--- src/hw/rtl/assert_macros.svh ---
// Assertion helpers shared by the RTL files.
`ifndef ASSERT_MACROS_SVH
`define ASSERT_MACROS_SVH

// Clocked assertion, disabled while reset is asserted.
`define ASSERT_CLK(lbl, clk, rst_n, prop, msg) \
    lbl: assert property (@(posedge clk) disable iff (!rst_n) prop) else $error(msg);

// Clocked assertion that also holds during reset.
`define ASSERT_ALWAYS(lbl, clk, prop, msg) \
    lbl: assert property (@(posedge clk) prop) else $error(msg);

`endif

--- src/hw/rtl/scs_pkg.sv ---
package scs_pkg;

    localparam int POSITIONS_DEF = 192;
    localparam int WEIGHT_DEF    = 52;
    localparam int SYMBOLS       = 4;
    localparam int POS_BYTES     = 1;
    localparam int POS_MASK      = 255;
    localparam int SYM_MASK      = 3;
    localparam int BYTE_W        = 8;
    localparam int PART_W        = 16;
    localparam int POS_OUT_W     = 8;
    localparam int SYM_OUT_W     = 2;
    localparam int QUEUE_DEPTH   = 2;
    localparam int QPTR_W        = $clog2(QUEUE_DEPTH);
    localparam int QCNT_W        = $clog2(QUEUE_DEPTH + 1);

    // queued item, symbol check already done in the front
    typedef struct packed {
        logic              start_req;
        logic [BYTE_W-1:0] xof_byte;
        logic              sym_ok;
    } t_item;

    typedef struct packed {
        logic  valid;
        t_item item;
    } t_queue_head;

endpackage

--- src/hw/rtl/scs_front.sv ---
`include "assert_macros.svh"

module scs_front (
    input  logic                      i_clk,
    input  logic                      i_rst_n,
    input  logic                      i_valid,
    output logic                      o_ready,
    input  logic                      i_start_req,
    input  logic [7:0]                i_xof_byte,
    output scs_pkg::t_queue_head      o_head,
    input  logic                      i_pop
);

    localparam int QCNT_W = scs_pkg::QCNT_W;

    scs_pkg::t_item                       r_mem [scs_pkg::QUEUE_DEPTH];
    logic [scs_pkg::QPTR_W-1:0]           r_wr_ptr, n_wr_ptr;
    logic [scs_pkg::QPTR_W-1:0]           r_rd_ptr, n_rd_ptr;
    logic [scs_pkg::QCNT_W-1:0]           r_count, n_count;
    scs_pkg::t_item                       w_item;
    logic [7:0]                           w_sym;
    logic                                 w_push;
    logic                                 w_pop;

    // classify: masked symbol must land in 1..SYMBOLS-1
    always_comb begin
        w_sym            = i_xof_byte & 8'(scs_pkg::SYM_MASK);
        w_item.start_req = i_start_req;
        w_item.xof_byte  = i_xof_byte;
        w_item.sym_ok    = (w_sym != 8'd0) && (32'(w_sym) <= scs_pkg::SYMBOLS - 1);
    end

    assign o_ready     = (32'(r_count) != scs_pkg::QUEUE_DEPTH);
    assign w_push      = i_valid && o_ready;
    assign w_pop       = i_pop && (r_count != '0);
    assign o_head.valid = (r_count != '0);
    assign o_head.item  = r_mem[r_rd_ptr];

    always_comb begin
        n_wr_ptr = w_push ? r_wr_ptr + 1'b1 : r_wr_ptr;
        n_rd_ptr = w_pop ? r_rd_ptr + 1'b1 : r_rd_ptr;
        n_count  = r_count + QCNT_W'(w_push) - QCNT_W'(w_pop);
    end

    always_ff @(posedge i_clk) begin
        if (!i_rst_n) begin
            r_wr_ptr <= '0;
            r_rd_ptr <= '0;
            r_count  <= '0;
        end else begin
            r_wr_ptr <= n_wr_ptr;
            r_rd_ptr <= n_rd_ptr;
            r_count  <= n_count;
        end
    end

    always_ff @(posedge i_clk) begin
        if (w_push) begin
            r_mem[r_wr_ptr] <= w_item;
        end
    end

    `ASSERT_CLK(a_queue_bound, i_clk, i_rst_n, 32'(r_count) <= scs_pkg::QUEUE_DEPTH, "queue overfilled")
    `ASSERT_CLK(a_queue_count, i_clk, i_rst_n, (w_push && !w_pop) |=> (r_count == $past(r_count) + 1'b1), "queue count lost a push")

endmodule

--- src/hw/rtl/scs_back.sv ---
`include "assert_macros.svh"

module scs_back #(
    parameter int POSITIONS = scs_pkg::POSITIONS_DEF,
    parameter int WEIGHT    = scs_pkg::WEIGHT_DEF
) (
    input  logic                 i_clk,
    input  logic                 i_rst_n,
    input  scs_pkg::t_queue_head i_head,
    output logic                 o_pop,
    output logic                 o_valid,
    input  logic                 i_ready,
    output logic [7:0]           o_position,
    output logic [1:0]           o_symbol,
    output logic                 o_last
);

    localparam int PIDX_W = (POSITIONS > 1) ? $clog2(POSITIONS) : 1;
    localparam int CNT_W  = $clog2(WEIGHT + 1);
    localparam int PART_W = scs_pkg::PART_W;

    logic [POSITIONS-1:0] r_taken, n_taken;
    logic                 r_want_sym, n_want_sym;
    logic                 r_byte_cnt, n_byte_cnt;
    logic [PART_W-1:0]    r_partial, n_partial;
    logic [PIDX_W-1:0]    r_held, n_held;
    logic [CNT_W-1:0]     r_placed, n_placed;
    logic                 r_finished, n_finished;
    logic                 r_out_valid;
    logic [7:0]           r_position;
    logic [1:0]           r_symbol;
    logic                 r_last;

    logic                 w_step;
    logic                 w_emit;
    logic                 w_last;
    logic                 w_start;
    logic                 w_want_eff, w_cnt_eff, w_fin_eff;
    logic [PART_W-1:0]    w_part_eff, w_part_new, w_byte_sh;
    logic [CNT_W-1:0]     w_placed_eff;
    logic [CNT_W:0]       w_placed_inc;
    logic [PART_W-1:0]    w_pos;
    logic [PIDX_W-1:0]    w_idx;
    logic                 w_in_range, w_pos_free;
    logic [PART_W-1:0]    w_held_ext;
    logic [7:0]           w_sym_m;

    assign w_step = i_head.valid && (!r_out_valid || i_ready);
    assign o_pop  = w_step;
    assign w_start = i_head.item.start_req;

    always_comb begin
        // a start byte sees freshly cleared state
        w_want_eff   = w_start ? 1'b0 : r_want_sym;
        w_cnt_eff    = w_start ? 1'b0 : r_byte_cnt;
        w_fin_eff    = w_start ? 1'b0 : r_finished;
        w_part_eff   = w_start ? '0 : r_partial;
        w_placed_eff = w_start ? '0 : r_placed;

        w_byte_sh  = w_cnt_eff ? {i_head.item.xof_byte, 8'h00}
                               : {8'h00, i_head.item.xof_byte};
        w_part_new = w_part_eff | w_byte_sh;
        w_pos      = w_part_new & PART_W'(scs_pkg::POS_MASK);
        w_in_range = (32'(w_pos) < POSITIONS);
        w_idx      = w_pos[PIDX_W-1:0];
        w_pos_free = w_in_range && !(!w_start && r_taken[w_idx]);

        w_placed_inc = {1'b0, w_placed_eff} + 1'b1;
        w_last       = (32'(w_placed_inc) >= WEIGHT);
        w_held_ext   = PART_W'(r_held);
        w_sym_m      = i_head.item.xof_byte & 8'(scs_pkg::SYM_MASK);

        n_taken    = w_start ? '0 : r_taken;
        n_want_sym = w_want_eff;
        n_byte_cnt = w_cnt_eff;
        n_partial  = w_part_eff;
        n_held     = r_held;
        n_placed   = w_placed_eff;
        n_finished = w_fin_eff;
        w_emit     = 1'b0;

        if (!w_fin_eff) begin
            if (!w_want_eff) begin
                if (32'(w_cnt_eff) + 1 >= scs_pkg::POS_BYTES) begin
                    n_byte_cnt = 1'b0;
                    n_partial  = '0;
                    if (w_pos_free) begin
                        n_held     = w_idx;
                        n_want_sym = 1'b1;
                    end
                end else begin
                    n_byte_cnt = ~w_cnt_eff;
                    n_partial  = w_part_new;
                end
            end else if (i_head.item.sym_ok) begin
                n_taken[r_held] = 1'b1;
                n_placed        = w_placed_inc[CNT_W-1:0];
                n_finished      = w_last;
                n_want_sym      = 1'b0;
                w_emit          = 1'b1;
            end
        end
    end

    always_ff @(posedge i_clk) begin
        if (!i_rst_n) begin
            r_taken     <= '0;
            r_want_sym  <= 1'b0;
            r_byte_cnt  <= 1'b0;
            r_partial   <= '0;
            r_placed    <= '0;
            r_finished  <= 1'b0;
            r_out_valid <= 1'b0;
        end else begin
            if (w_step) begin
                r_taken    <= n_taken;
                r_want_sym <= n_want_sym;
                r_byte_cnt <= n_byte_cnt;
                r_partial  <= n_partial;
                r_placed   <= n_placed;
                r_finished <= n_finished;
            end
            if (w_step && w_emit) begin
                r_out_valid <= 1'b1;
            end else if (i_ready) begin
                r_out_valid <= 1'b0;
            end
        end
    end

    always_ff @(posedge i_clk) begin
        if (w_step) begin
            r_held <= n_held;
        end
        if (w_step && w_emit) begin
            r_position <= w_held_ext[7:0];
            r_symbol   <= w_sym_m[1:0];
            r_last     <= w_last;
        end
    end

    assign o_valid    = r_out_valid;
    assign o_position = r_position;
    assign o_symbol   = r_symbol;
    assign o_last     = r_last;

    `ASSERT_CLK(a_fin_count, i_clk, i_rst_n, r_finished |-> (32'(r_placed) == WEIGHT), "finished before weight reached")
    `ASSERT_CLK(a_held_range, i_clk, i_rst_n, r_want_sym |-> (32'(r_held) < POSITIONS), "held position out of range")
    `ASSERT_CLK(a_emit_marks, i_clk, i_rst_n, (w_step && w_emit) |=> r_taken[$past(r_held)], "placed position not marked taken")
    `ASSERT_CLK(a_last_fin, i_clk, i_rst_n, (w_step && w_emit && w_last) |=> (r_finished && o_valid), "last entry did not finish")

endmodule

--- src/hw/rtl/sparse_challenge_sampler.sv ---
// Sparse challenge sampler: rejection sampling over an XOF byte stream.
// Input channel (i_valid / o_ready): one item per byte, i_xof_byte plus
// i_start_req, which clears the taken-position map and counters before the
// byte is used. Output channel (o_valid / i_ready): one item per placed
// entry with o_position, o_symbol and o_last (high on the WEIGHT-th entry;
// later bytes are dropped until the next start).
// Bytes enter a 2-entry queue; the back end consumes one byte per cycle
// while the output register is free or being taken, updating a flop-based
// taken map, and registers any result. The byte that completes a result
// passes through the queue and then the output register that drives o_valid.
// Throughput: 1 byte per cycle while the receiver takes results.
// Receiver stall: the output register holds the result and the back end
// stops; the queue absorbs up to 2 more bytes before o_ready drops.
// Reset (synchronous, active low): leaves the same state as a start, with
// the queue and output register empty; no clearing pass is needed.
module sparse_challenge_sampler #(
    parameter int POSITIONS = scs_pkg::POSITIONS_DEF,
    parameter int WEIGHT    = scs_pkg::WEIGHT_DEF
) (
    input  logic       i_clk,
    input  logic       i_rst_n,
    input  logic       i_valid,
    output logic       o_ready,
    input  logic       i_start_req,
    input  logic [7:0] i_xof_byte,
    output logic       o_valid,
    input  logic       i_ready,
    output logic [7:0] o_position,
    output logic [1:0] o_symbol,
    output logic       o_last
);

    scs_pkg::t_queue_head w_head;
    logic                 w_pop;

    scs_front u_front (
        .i_clk       (i_clk),
        .i_rst_n     (i_rst_n),
        .i_valid     (i_valid),
        .o_ready     (o_ready),
        .i_start_req (i_start_req),
        .i_xof_byte  (i_xof_byte),
        .o_head      (w_head),
        .i_pop       (w_pop)
    );

    scs_back #(
        .POSITIONS (POSITIONS),
        .WEIGHT    (WEIGHT)
    ) u_back (
        .i_clk      (i_clk),
        .i_rst_n    (i_rst_n),
        .i_head     (w_head),
        .o_pop      (w_pop),
        .o_valid    (o_valid),
        .i_ready    (i_ready),
        .o_position (o_position),
        .o_symbol   (o_symbol),
        .o_last     (o_last)
    );

endmodule
--- config.mk ---
export PLATFORM = sky130hd
export DESIGN_NAME = sparse_challenge_sampler
export DESIGN_NICKNAME = d
export VERILOG_FILES = /design/src/hw/rtl/scs_pkg.sv /design/src/hw/rtl/scs_front.sv /design/src/hw/rtl/scs_back.sv /design/src/hw/rtl/sparse_challenge_sampler.sv
export VERILOG_INCLUDE_DIRS = /design/src /design/src/hw/rtl
export SDC_FILE = /design/constraint.sdc
export NUM_CORES = 1
export LEC_CHECK = 0
export BUFFER_PORTS_ARGS = -buffer_cell sky130_fd_sc_hd__buf_2
export CORE_MARGIN = 10
export CORE_UTILIZATION = 45
export CTS_BUF_LIST = sky130_fd_sc_hd__clkbuf_4
export DETAILED_ROUTE_END_ITERATION = 7
export GPL_TIMING_DRIVEN = 0
export PLACE_DENSITY = 0.69
export SLEW_MARGIN = 20
export SYNTH_ARGS = -nofsm -noshare
export SYNTH_HDL_FRONTEND = slang
export SYNTH_SLANG_ARGS = --single-unit
--- constraint.sdc ---
create_clock -name i_clk -period 6.4 [get_ports i_clk]
set_input_delay 1.28 -clock i_clk [delete_from_list [all_inputs] [get_ports i_clk]]
set_output_delay 1.28 -clock i_clk [all_outputs]
set_load 0.02 [all_outputs]
==> metrics.cfg <==
[worst_hold_path]
min_from=u_back.r_held[1]$_DFFE_PP_
whs_endpoint=u_back.o_position[1]$_DFFE_PP_
worstHoldPathCells=0
hp-class=flip-flop to flip-flop

[sta]
setup_violations=0
tns_ns=0
fmaxAchievable_mhz=206
fin_worst_skew_ns=0.0320
relSlewSlack_pct=23.5
hold_viol=0
rsz0062_at_grt=false
drv_slew=0
fin_crit_sh_pct=76.0
fin_crit_ns=4.87
worst_pin_slew_ns=1.15

[outcome]
status=finished clean

[route]
routedWlPerCell_um=22.2
dr.pass1.iters=6
drc=0
routed_wl_mm=36.4
postRouteAntennaNets=0
wl_met1_mm=14.4
dr_wl_met3_mm=4.03
maxUsedRoutingLayer=met4
dr_wl_met2_mm=16.2
vias_per_cell=6.16
drt_iter0_drc=1455
vias=10105

[synth]
synthXorXnorAreaFrac_pct=0.475
synth_top_family_by_area=compound AO/OA/AOI/OAI gates
synthArstFlopShare_pct=0
synth_area_leaders=dfxtp_1 (39%), a22oi_1 (14%), edfxtp_1 (11%), nor2_1 (5.6%), mux4_2 (4.7%)
ys_types=62
synth_top_cell_by_area=dfxtp_1
synth_area_mm2=0.0111
synth_compound_area_share_pct=20.4
yosys.area_share.simple_pct=18.8
synthAdderAreaFrac_pct=0.340
ys_warn_count=0
yosysSeqAreaShare_pct=49.5
ys_seq_elements=254
synth_edf_count=39
synth_area_per_cell_um2=9.53
synth.top_cell.area_share_pct=38.9
syn-num-nets=1176
synth_ff_type=dfxtp_1
muxShareOfSynthArea_pct=6.23
synthCells=1160

[grt]
track_usage_pct=22.8
antenna_found_initial=1
grt_first_pass_wirelength_mm=55.1
grt_max_degree=15
grt_pass1_vias=9520
grt.overflow.total=0

[finish]
drive_gt1_share_pct=15.1
instances_no_fill=1640
layout_commonest_cell=dfxtp_1
area_growth_pct=13.8
nets=1280
n_fill_cell=2342
final_cell_mix=dfxtp_1 (215), a22oi_1 (202), nor2_1 (165)

[place]
place_hpwl_mm=24.8
io_buffers=25
dp.cells=1516
gp_congestion=0.971

[clocking]
h-tree-depth=3
cts_resized=0
cts_tree=built
cts_setup_buffers=0
cts_buffer_depth=3
holdBufCountCts=0
cts.sinks=254
ctsRootBufferMaster=clkbuf_4
cts_buffers=70
clkTransAtPathRegs_ns=0.07
clk_latency_ns=0.69

[critical_path]
critical_path.top_delay_family=compound AO/OA/AOI/OAI gates
crit_arrival_ns=5.16
r2r_slack_ns=1.53
critPathCaptureType=flip-flop
r2r_end=u_back.r_held[3]$_DFFE_PP_
cp_cell_sequence=buf_6 -> mux2i_4 -> and2_1 -> nor2_1 -> inv_2 -> clkbuf_1 -> mux4_2 -> a22oi_1 -> nand2_1 -> nor4_1 -> o221ai_1 -> o21ai_1
slowest_stage=clkbuf_1
r2r_cells=12
crit_type=flip-flop to flip-flop
worstSetupStartpointType=flip-flop
slowest_delay_ns=0.81
crit_required_ns=6.70
path_buf_inv=3
critical_path.max_fanout=10

[pwr]
peakVddDrop_v=0.000128
power_per_cell_area_mw_per_mm2=364
power.leakage_nw=4.31

[floorplan]
initial_core_util_pct=45.6
rows=57
dieHeight_um=177
core-area_mm2=0.0242
io_pins=26
dieArea_mm2=0.0312
die_x_um=177

[run]
cap_violations=0

[metal layers]
layer  up-vias  global-route usage [%]
li1       4532                       -
met1      4847                    29.5
met2       579                    35.1
met3       147                    4.95
met4         0                    11.9
met5         -                       0
[registers in the layout (all words and copies together), names as in the netlist, named ones only]
register / count
u_back.o_position: 8
u_back.o_valid: 1
u_back.r_held: 8
u_back.r_finished: 1
u_back.r_byte_cnt: 1
u_front.r_rd_ptr: 1
u_front.r_wr_ptr: 1
u_back.r_want_sym: 1
u_back.r_placed: 6
u_front.r_mem: 20
u_back.r_partial: 8
u_back.r_taken: 192
u_front.r_count: 2
u_back.o_symbol: 2
u_back.o_last: 1
[power breakdown]
part / internal, mW / leakage, nW / switching [mW]
sequential: 1.72 / 2.09 / 0.0756
combinational: 0.309 / 1.67 / 0.981
clock: 0.806 / 0.546 / 0.688
[through the flow]
| stage | power [mW] | utilization (%) | worst slack, ns | cell area, um2 | hold WS (ns) |
|---|---|---|---|---|---|
| 6_report | 4.58 | 51.9 | 1.53 | 12600 | 0.455 |
| 5_1_grt | 4.76 | 51.9 | 1.34 | 12600 | 0.469 |
| 4_1_cts | 4.55 | 51.8 | 1.64 | 12600 | 0.451 |
| 3_5_place_dp | 3.07 | 48.1 | 1.70 | 11700 | 0.433 |
| 3_3_place_gp | 3.05 | 47.8 | 1.43 | 11600 | 0.434 |
| 2_1_floorplan | 2.61 | - | 3.01 | 11100 | 0.424 |
[cell usage after synthesis, types with 14 or more instances]
cell / count
mux4_2: 23
dfxtp_1: 215
edfxtp_1: 39
nor2b_1: 63
a211oi_1: 14
nand3_1: 30
clkbuf_1: 85
o21ai_0: 21
nand2_1: 76
and2_1: 15
and3_1: 31
nor2_1: 165
nor3_1: 28
a22oi_1: 202
[worst max path at each step]
| stage | depth (start not counted) | end |
|---|---|---|
| after floorplan | 9 | u_back.r_held[0]$_DFFE_PP_ |
| after global placement | 10 | u_back.r_taken[46]$_SDFFE_PN0P_ |
| after detailed placement | 12 | u_back.r_held[1]$_DFFE_PP_ |
| after CTS | 12 | u_back.r_held[3]$_DFFE_PP_ |
| after global routing | 12 | u_back.r_held[3]$_DFFE_PP_ |
| final | 12 | u_back.r_held[3]$_DFFE_PP_ |
[logic make-up after synthesis]
family	Yosys count
fa+ha+maj	3
buf+inv	115
flops	254
compound gates	306
xor+xnor	6
simple gates	438
mux	38
[area by class of cell]
| type | count | area [um2] | share of cell area, % |
|---|---|---|---|
| flip-flops and latches | 254 | 5480 | 43.5 |
| multi-input cells | 791 | 5150 | 41.0 |
| clock buffers | 108 | 811 | 6.45 |
| inverters | 12 | 45.0 | 0.358 |
| plain buffers | 103 | 418 | 3.32 |
| diodes | 1 | 2.50 | 0.0199 |
| clock inverters | 15 | 85.1 | 0.677 |
| repair buffers | 32 | 181 | 1.44 |
| well taps | 324 | 405 | 3.22 |
Note: power is estimated with default switching activity, not from simulation.
